File: config.mk
export PLATFORM = sky130hd
export DESIGN_NAME = diff_drive_steering_slew_unit
export DESIGN_NICKNAME = d
export VERILOG_FILES = /design/src/rtl/dds_pkg.sv /design/src/rtl/diff_drive_steering_slew_unit.sv
export SDC_FILE = /design/constraint.sdc
export NUM_CORES = 1
export LEC_CHECK = 0
export ABC_AREA = 1
export BUFFER_PORTS_ARGS = -buffer_cell sky130_fd_sc_hd__buf_2
export CORE_MARGIN = 2
export CORE_UTILIZATION = 51
export DETAILED_ROUTE_END_ITERATION = 12
export PLACE_DENSITY_LB_ADDON = 0.08
export SYNTH_ARGS = -nofsm -noshare
export SYNTH_HDL_FRONTEND = slang
export SYNTH_SLANG_ARGS = --single-unit
File: constraint.sdc
create_clock -name clk -period 23.9 [get_ports clk]
set_input_delay 4.78 -clock clk [delete_from_list [all_inputs] [get_ports clk]]
set_output_delay 4.78 -clock clk [all_outputs]
set_load 0.02 [all_outputs]
File: src/rtl/dds_pkg.sv
package dds_pkg;

  localparam int CfgAddrW = 3;
  localparam int CfgDataW = 11;
  localparam int SpeedW   = 15;
  localparam int LenW     = 10;

  localparam logic [CfgAddrW-1:0] REG_BASE_SPEED    = 3'd0;
  localparam logic [CfgAddrW-1:0] REG_MAX_SPEED     = 3'd1;
  localparam logic [CfgAddrW-1:0] REG_MIN_SPEED     = 3'd2;
  localparam logic [CfgAddrW-1:0] REG_ACCEL_STEP    = 3'd3;
  localparam logic [CfgAddrW-1:0] REG_DEADBAND      = 3'd4;
  localparam logic [CfgAddrW-1:0] REG_MAX_PROP_DIFF = 3'd5;

  localparam logic signed [10:0] BASE_SPEED_RST    = 11'sd50;
  localparam logic signed [10:0] MAX_SPEED_RST     = 11'sd150;
  localparam logic signed [10:0] MIN_SPEED_RST     = -11'sd150;
  localparam logic [7:0]         ACCEL_STEP_RST    = 8'd5;
  localparam logic [9:0]         DEADBAND_RST      = 10'd10;
  localparam logic [9:0]         MAX_PROP_DIFF_RST = 10'd200;

  // base speed reset times sixteen
  localparam logic signed [SpeedW-1:0] SPEED_NOW_RST = 15'sd800;

  localparam logic [10:0] ERR_LIMIT = 11'd250;

  // x / 125 == (x * RECIP_125) >> RECIP_SHIFT for all x below 2**20
  localparam logic [20:0] RECIP_125   = 21'd1073742;
  localparam int          RECIP_SHIFT = 27;
  localparam logic [19:0] ROUND_BIAS  = 20'd62;

endpackage

File: src/rtl/diff_drive_steering_slew_unit.sv
// Pipeline: each accepted item is registered in stage A, then stage B, then the stage C output register.
// Throughput: one item per cycle; the stages advance together whenever the
// output register is empty or being taken.
// Reset (rst_n low, synchronous): registers return to their defaults, both
// wheel speeds to 800 (base speed times sixteen), the pipeline empties.
module diff_drive_steering_slew_unit (
  input  logic                         clk,
  input  logic                         rst_n,
  input  logic                         cfg_we,
  input  logic [dds_pkg::CfgAddrW-1:0] cfg_addr,
  input  logic [dds_pkg::CfgDataW-1:0] cfg_wdata,
  input  logic                         in_tvalid,
  output logic                         in_tready,
  input  logic [23:0]                  in_tdata,   // left_length, right_length
  output logic                         out_tvalid,
  input  logic                         out_tready,
  output logic [31:0]                  out_tdata   // left_speed, right_speed
);

  logic signed [10:0] base_speed_r, max_speed_r, min_speed_r;
  logic [7:0]         accel_step_r;
  logic [9:0]         deadband_r, max_prop_diff_r;

  always_ff @(posedge clk) begin
    if (!rst_n) begin
      base_speed_r    <= dds_pkg::BASE_SPEED_RST;
      max_speed_r     <= dds_pkg::MAX_SPEED_RST;
      min_speed_r     <= dds_pkg::MIN_SPEED_RST;
      accel_step_r    <= dds_pkg::ACCEL_STEP_RST;
      deadband_r      <= dds_pkg::DEADBAND_RST;
      max_prop_diff_r <= dds_pkg::MAX_PROP_DIFF_RST;
    end else if (cfg_we) begin
      case (cfg_addr)
        dds_pkg::REG_BASE_SPEED:    base_speed_r    <= $signed(cfg_wdata);
        dds_pkg::REG_MAX_SPEED:     max_speed_r     <= $signed(cfg_wdata);
        dds_pkg::REG_MIN_SPEED:     min_speed_r     <= $signed(cfg_wdata);
        dds_pkg::REG_ACCEL_STEP:    accel_step_r    <= cfg_wdata[7:0];
        dds_pkg::REG_DEADBAND:      deadband_r      <= cfg_wdata[9:0];
        dds_pkg::REG_MAX_PROP_DIFF: max_prop_diff_r <= cfg_wdata[9:0];
        default: ;
      endcase
    end
  end

  logic advance;
  logic out_valid_r;
  assign advance   = !out_valid_r || out_tready;
  assign in_tready = advance;

  // stage A: difference, deadband test, error product
  logic [9:0]         left_len, right_len;
  logic signed [10:0] diff;
  logic               diff_neg;
  logic [10:0]        mag;
  logic [7:0]         err_mag;
  logic [17:0]        prod_nxt;

  assign left_len  = in_tdata[9:0];
  assign right_len = in_tdata[19:10];

  always_comb begin
    diff     = $signed({1'b0, left_len}) - $signed({1'b0, right_len});
    diff_neg = diff[10];
    mag      = diff_neg ? 11'(-diff) : 11'(diff);
    err_mag  = (mag > dds_pkg::ERR_LIMIT) ? dds_pkg::ERR_LIMIT[7:0] : mag[7:0];
    prod_nxt = 18'(err_mag) * 18'(max_prop_diff_r);
  end

  logic        va_r, neg_a_r, db_a_r;
  logic [17:0] prod_r;

  always_ff @(posedge clk) begin
    if (!rst_n) begin
      va_r <= 1'b0;
    end else if (advance) begin
      va_r <= in_tvalid;
    end
  end

  always_ff @(posedge clk) begin
    if (advance) begin
      prod_r  <= prod_nxt;
      neg_a_r <= diff_neg;
      db_a_r  <= (mag < {1'b0, deadband_r});
    end
  end

  // stage B: rounded divide by 125
  logic [19:0] scaled;
  logic [40:0] recip_prod;
  logic [12:0] half_mag_nxt;

  always_comb begin
    scaled       = {prod_r, 2'b00} + dds_pkg::ROUND_BIAS;
    recip_prod   = 41'(scaled) * 41'(dds_pkg::RECIP_125);
    half_mag_nxt = recip_prod[dds_pkg::RECIP_SHIFT +: 13];
  end

  logic        vb_r, neg_b_r, db_b_r;
  logic [12:0] half_mag_r;

  always_ff @(posedge clk) begin
    if (!rst_n) begin
      vb_r <= 1'b0;
    end else if (advance) begin
      vb_r <= va_r;
    end
  end

  always_ff @(posedge clk) begin
    if (advance) begin
      half_mag_r <= half_mag_nxt;
      neg_b_r    <= neg_a_r;
      db_b_r     <= db_a_r;
    end
  end

  // stage C: targets, clamp, slew
  logic signed [dds_pkg::SpeedW-1:0] left_now_r, right_now_r;
  logic signed [dds_pkg::SpeedW-1:0] left_now_nxt, right_now_nxt;
  logic signed [16:0] half, base16, lo16, hi16, step16;
  logic signed [16:0] tgt_l, tgt_r;

  function automatic logic signed [16:0] clip17(
    input logic signed [16:0] v,
    input logic signed [16:0] lo,
    input logic signed [16:0] hi
  );
    logic signed [16:0] t;
    t = (v > hi) ? hi : v;
    t = (t < lo) ? lo : t;
    return t;
  endfunction

  function automatic logic signed [dds_pkg::SpeedW-1:0] slew15(
    input logic signed [dds_pkg::SpeedW-1:0] now,
    input logic signed [16:0]                tgt,
    input logic signed [16:0]                step
  );
    logic signed [16:0] now17, up, dn, res;
    now17 = 17'(now);
    up    = now17 + step;
    dn    = now17 - step;
    if (tgt > now17) begin
      res = (up < tgt) ? up : tgt;
    end else if (tgt < now17) begin
      res = (dn > tgt) ? dn : tgt;
    end else begin
      res = tgt;
    end
    return res[dds_pkg::SpeedW-1:0];
  endfunction

  always_comb begin
    half   = neg_b_r ? -$signed({4'b0, half_mag_r}) : $signed({4'b0, half_mag_r});
    base16 = 17'($signed({base_speed_r, 4'b0000}));
    lo16   = 17'($signed({min_speed_r, 4'b0000}));
    hi16   = 17'($signed({max_speed_r, 4'b0000}));
    step16 = $signed({5'b0, accel_step_r, 4'b0000});
    if (db_b_r) begin
      tgt_l = base16;
      tgt_r = base16;
    end else begin
      tgt_l = clip17(base16 - half, lo16, hi16);
      tgt_r = clip17(base16 + half, lo16, hi16);
    end
    left_now_nxt  = slew15(left_now_r, tgt_l, step16);
    right_now_nxt = slew15(right_now_r, tgt_r, step16);
  end

  always_ff @(posedge clk) begin
    if (!rst_n) begin
      out_valid_r <= 1'b0;
      left_now_r  <= dds_pkg::SPEED_NOW_RST;
      right_now_r <= dds_pkg::SPEED_NOW_RST;
    end else if (advance) begin
      out_valid_r <= vb_r;
      if (vb_r) begin
        left_now_r  <= left_now_nxt;
        right_now_r <= right_now_nxt;
      end
    end
  end

  assign out_tvalid = out_valid_r;
  assign out_tdata  = {2'b00, right_now_r, left_now_r};

endmodule

==> results.sh <==
export IMPL_dp_hpwl_mm=48.6
export IMPL_synth_top_area_cell="ha_1"
export IMPL_hold_end="neg_b_r"
export IMPL_place_congestion=0.932
export IMPL_port_buffers=70
export IMPL_outcome="completed"
export IMPL_relSlewSlack_pct=25.2
export IMPL_start_util_pct=51.9
export IMPL_critPathMaxFanout=10
export IMPL_wl_mm=58.5
export IMPL_cts_buffers=17
export IMPL_core_area_mm2=0.0410
export IMPL_cts_hold_buf=0
export IMPL_tightest_slew_ns=1.11
export IMPL_clk_latency_ns=0.48
export IMPL_wl_per_cell_um=16.6
export IMPL_cts_tree="yes"
export IMPL_timing_reg2reg_setup_slack_ns=12.63
export IMPL_cp_end_kind="flop"
export IMPL_grt_max_degree=75
export IMPL_critical_path_required_ns=24.20
export IMPL_clkTransAtPathRegs_ns=0.07
export IMPL_firstDrtPassIters=5
export IMPL_whs_path_depth=0
export IMPL_min_period_over_period_pct=51.6
export IMPL_synth_top_cell_area_share_pct=23.4
export IMPL_yosys_warnings=0
export IMPL_vias_per_cell=5.34
export IMPL_max_stage_delay_ns=0.55
export IMPL_critPathKind="in -> reg"
export IMPL_max_freq_mhz=81.1
export IMPL_multi_input_area_mm2=0.0159
export IMPL_fin_tns_setup_ns=0
export IMPL_io_pin_count=77
export IMPL_final_hold_viol_count=0
export IMPL_grt_pass1_vias=18813
export IMPL_r2r_start="half_mag_r[0]"
export IMPL_gr_usage_all_layers_pct=28.1
export IMPL_syn_area_per_cell_um2=7.26
export IMPL_arrival_ns=12.63
export IMPL_yosys_cell_types_count=54
export IMPL_worstReg2RegEnd="left_now_r[1]"
export IMPL_ctsResizeCount=0
export IMPL_hold_class="reg -> reg"
export IMPL_ys_ff_latch=129
export IMPL_drive_gt1_share_pct=6.89
export IMPL_min_from="neg_a_r"
export IMPL_syn_inst=2929
export IMPL_cp_slowest_cell="fa_1"
export IMPL_rsz0062_at_grt="no"
export IMPL_final_max_slew_violation_count=0
export IMPL_drc=0
export IMPL_antenna_left=0
export IMPL_cts_max_level=4
export IMPL_worstRegToRegCells=65
export IMPL_finalSetupViolations=0
export IMPL_via_count=18795
export IMPL_grt_ovfl_total=0
export IMPL_final_cells=3521
export IMPL_yosysSeqAreaShare_pct=13.8
export IMPL_synth_area_leaders="ha_1 (23%), fa_1 (13%), inv_1 (10%)"
export IMPL_area_growth_syn_to_layout_pct=6.71
export IMPL_synthArstFlopShare_pct=0
export IMPL_die_area_mm2=0.0434
export IMPL_cts_max_path_buffers=2
export IMPL_fin_util_pct=55.3
export IMPL_seq_area_mm2=0.00293
export IMPL_synthFlopType="dfxtp_1"
export IMPL_std_cell_rows=74
export IMPL_postCtsSetupRepairBufs=0
export IMPL_grt_pass1_wl_mm=96.8
export IMPL_min_period_ns=12.33
export IMPL_die_width_um=208
export IMPL_n_antenna_cell=0
export IMPL_cts_sinks=129
export IMPL_skew_ns=0.0165
export IMPL_synth_edf_count=35
export IMPL_fin_nets=3550
export IMPL_first_iter_violations=973
export IMPL_num_fill_cells=4010
export IMPL_start_kind="input port"
export IMPL_antenna_found_initial=0
export IMPL_die_h_um=208
export IMPL_cts_root_buf="clkbuf_16"
export IMPL_maxCapViolCount=0
export IMPL_syn_area_mm2=0.0213
export IMPL_placed_cells=3489
==> cell usage after synthesis, types with 6 or more instances <==
| library cell | n |
|---|---|
| nand2_1 | 546 |
| inv_2 | 14 |
| nand2_4 | 10 |
| nor2_1 | 203 |
| ha_1 | 398 |
| a21oi_1 | 205 |
| a21o_1 | 8 |
| dfxtp_1 | 94 |
| fa_1 | 133 |
| edfxtp_1 | 35 |
| nand2_2 | 29 |
| or2_2 | 13 |
| a211oi_1 | 8 |
| o21bai_1 | 25 |
| inv_1 | 574 |
| buf_2 | 7 |
| clkbuf_1 | 30 |
| o21ai_0 | 137 |
| o21ai_1 | 6 |
| nor3_1 | 28 |
| nand4_1 | 28 |
| nand3_1 | 168 |
| nand3_2 | 14 |
| xor2_1 | 102 |
| o31ai_1 | 7 |
| o211ai_1 | 30 |
| xnor2_1 | 18 |
==> cells in the final DEF, fill, tap and decap left out, types with 35 or more instances in the layout <==
cell type,netlist,final
nor2_1,203,202
buf_2,7,70
xor2_1,102,102
o21ai_0,137,137
edfxtp_1,35,35
nand3_1,168,168
inv_1,574,573
nand2_1,546,546
fa_1,133,133
dfxtp_1,94,94
a21oi_1,205,205
ha_1,398,398
==> cell type report <==
class                   count  area share (%)
clock buffers              17            1.87
clock inverters            15           0.711
inverters                 588            9.72
multi-input cells        2164            70.1
flip-flops and latches    129            12.9
well taps                 532            2.93
repair buffers             76            1.74
==> logic make-up (layout without fill, tap and decap cells) <==
kind of cell               after synthesis  after routing  share of synthesized area [%]
AOI/OAI and AO/OA                      443            443                           11.6
xor gates and xnor gates               120            120                           4.94
adders and majority gates              531            531                           35.9
buffers and inverters                  637            696                           11.4
DFF                                    129            129                           13.8
muxes                                    1              1                         0.0471
other                                    1              2                         0.0176
and+or+nand+nor                       1067           1067                           22.2
==> through the flow <==
step | worst slack [ns] | hold slack (ns) | instance area (µm²)
5_1_grt | 10.63 | 0.451 | 22700
3_5_place_dp | 11.10 | 0.411 | 22100
3_3_place_gp | 11.23 | 0.403 | 22100
4_1_cts | 11.58 | 0.427 | 22700
6_report | 11.57 | 0.428 | 22700
2_1_floorplan | 12.22 | 0.400 | 21300
==> registers in the layout (all words and copies together), names as in the netlist, 8 cells and up <==
signal           flops
accel_step_r         8
right_now_r         15
half_mag_r          13
max_speed_r         11
max_prop_diff_r     10
deadband_r          10
min_speed_r         11
base_speed_r        11
left_now_r          15
prod_r              18
==> worst max-delay path by stage <==
stage / start / to / slack, ns
6_report: in_tdata[3] / prod_r[17] / 11.57
5_1_grt: in_tdata[3] / prod_r[17] / 10.63
4_1_cts: in_tdata[3] / prod_r[17] / 11.58
3_5_place_dp: in_tdata[3] / prod_r[17] / 11.10
3_3_place_gp: in_tdata[0] / prod_r[17] / 11.23
2_1_floorplan: in_tdata[0] / prod_r[17] / 12.22
==> layer usage <==
layer	track usage [%]	wire length, µm	vias to the layer above
met5	0	0	-
met4	12.9	2570	0
met3	3.58	2530	119
met2	49.5	28600	438
met1	34.0	24900	8709
li1	-	-	9529
==> critical path, delay by kind of cell <==
| kind | cells | cell delay (ns) |
|---|---|---|
| AO/OA/AOI/OAI | 15 | 2.32 |
| XOR/XNOR | 1 | 0.22 |
| adder cells (fa/ha/maj) | 6 | 2.69 |
| buffers and inverters | 8 | 0.65 |
| AND/OR/NAND/NOR | 15 | 1.94 |
Power is left out: the tool's default activity adds up to more than one toggle a clock period on the data nets, which glitch-free logic cannot reach.
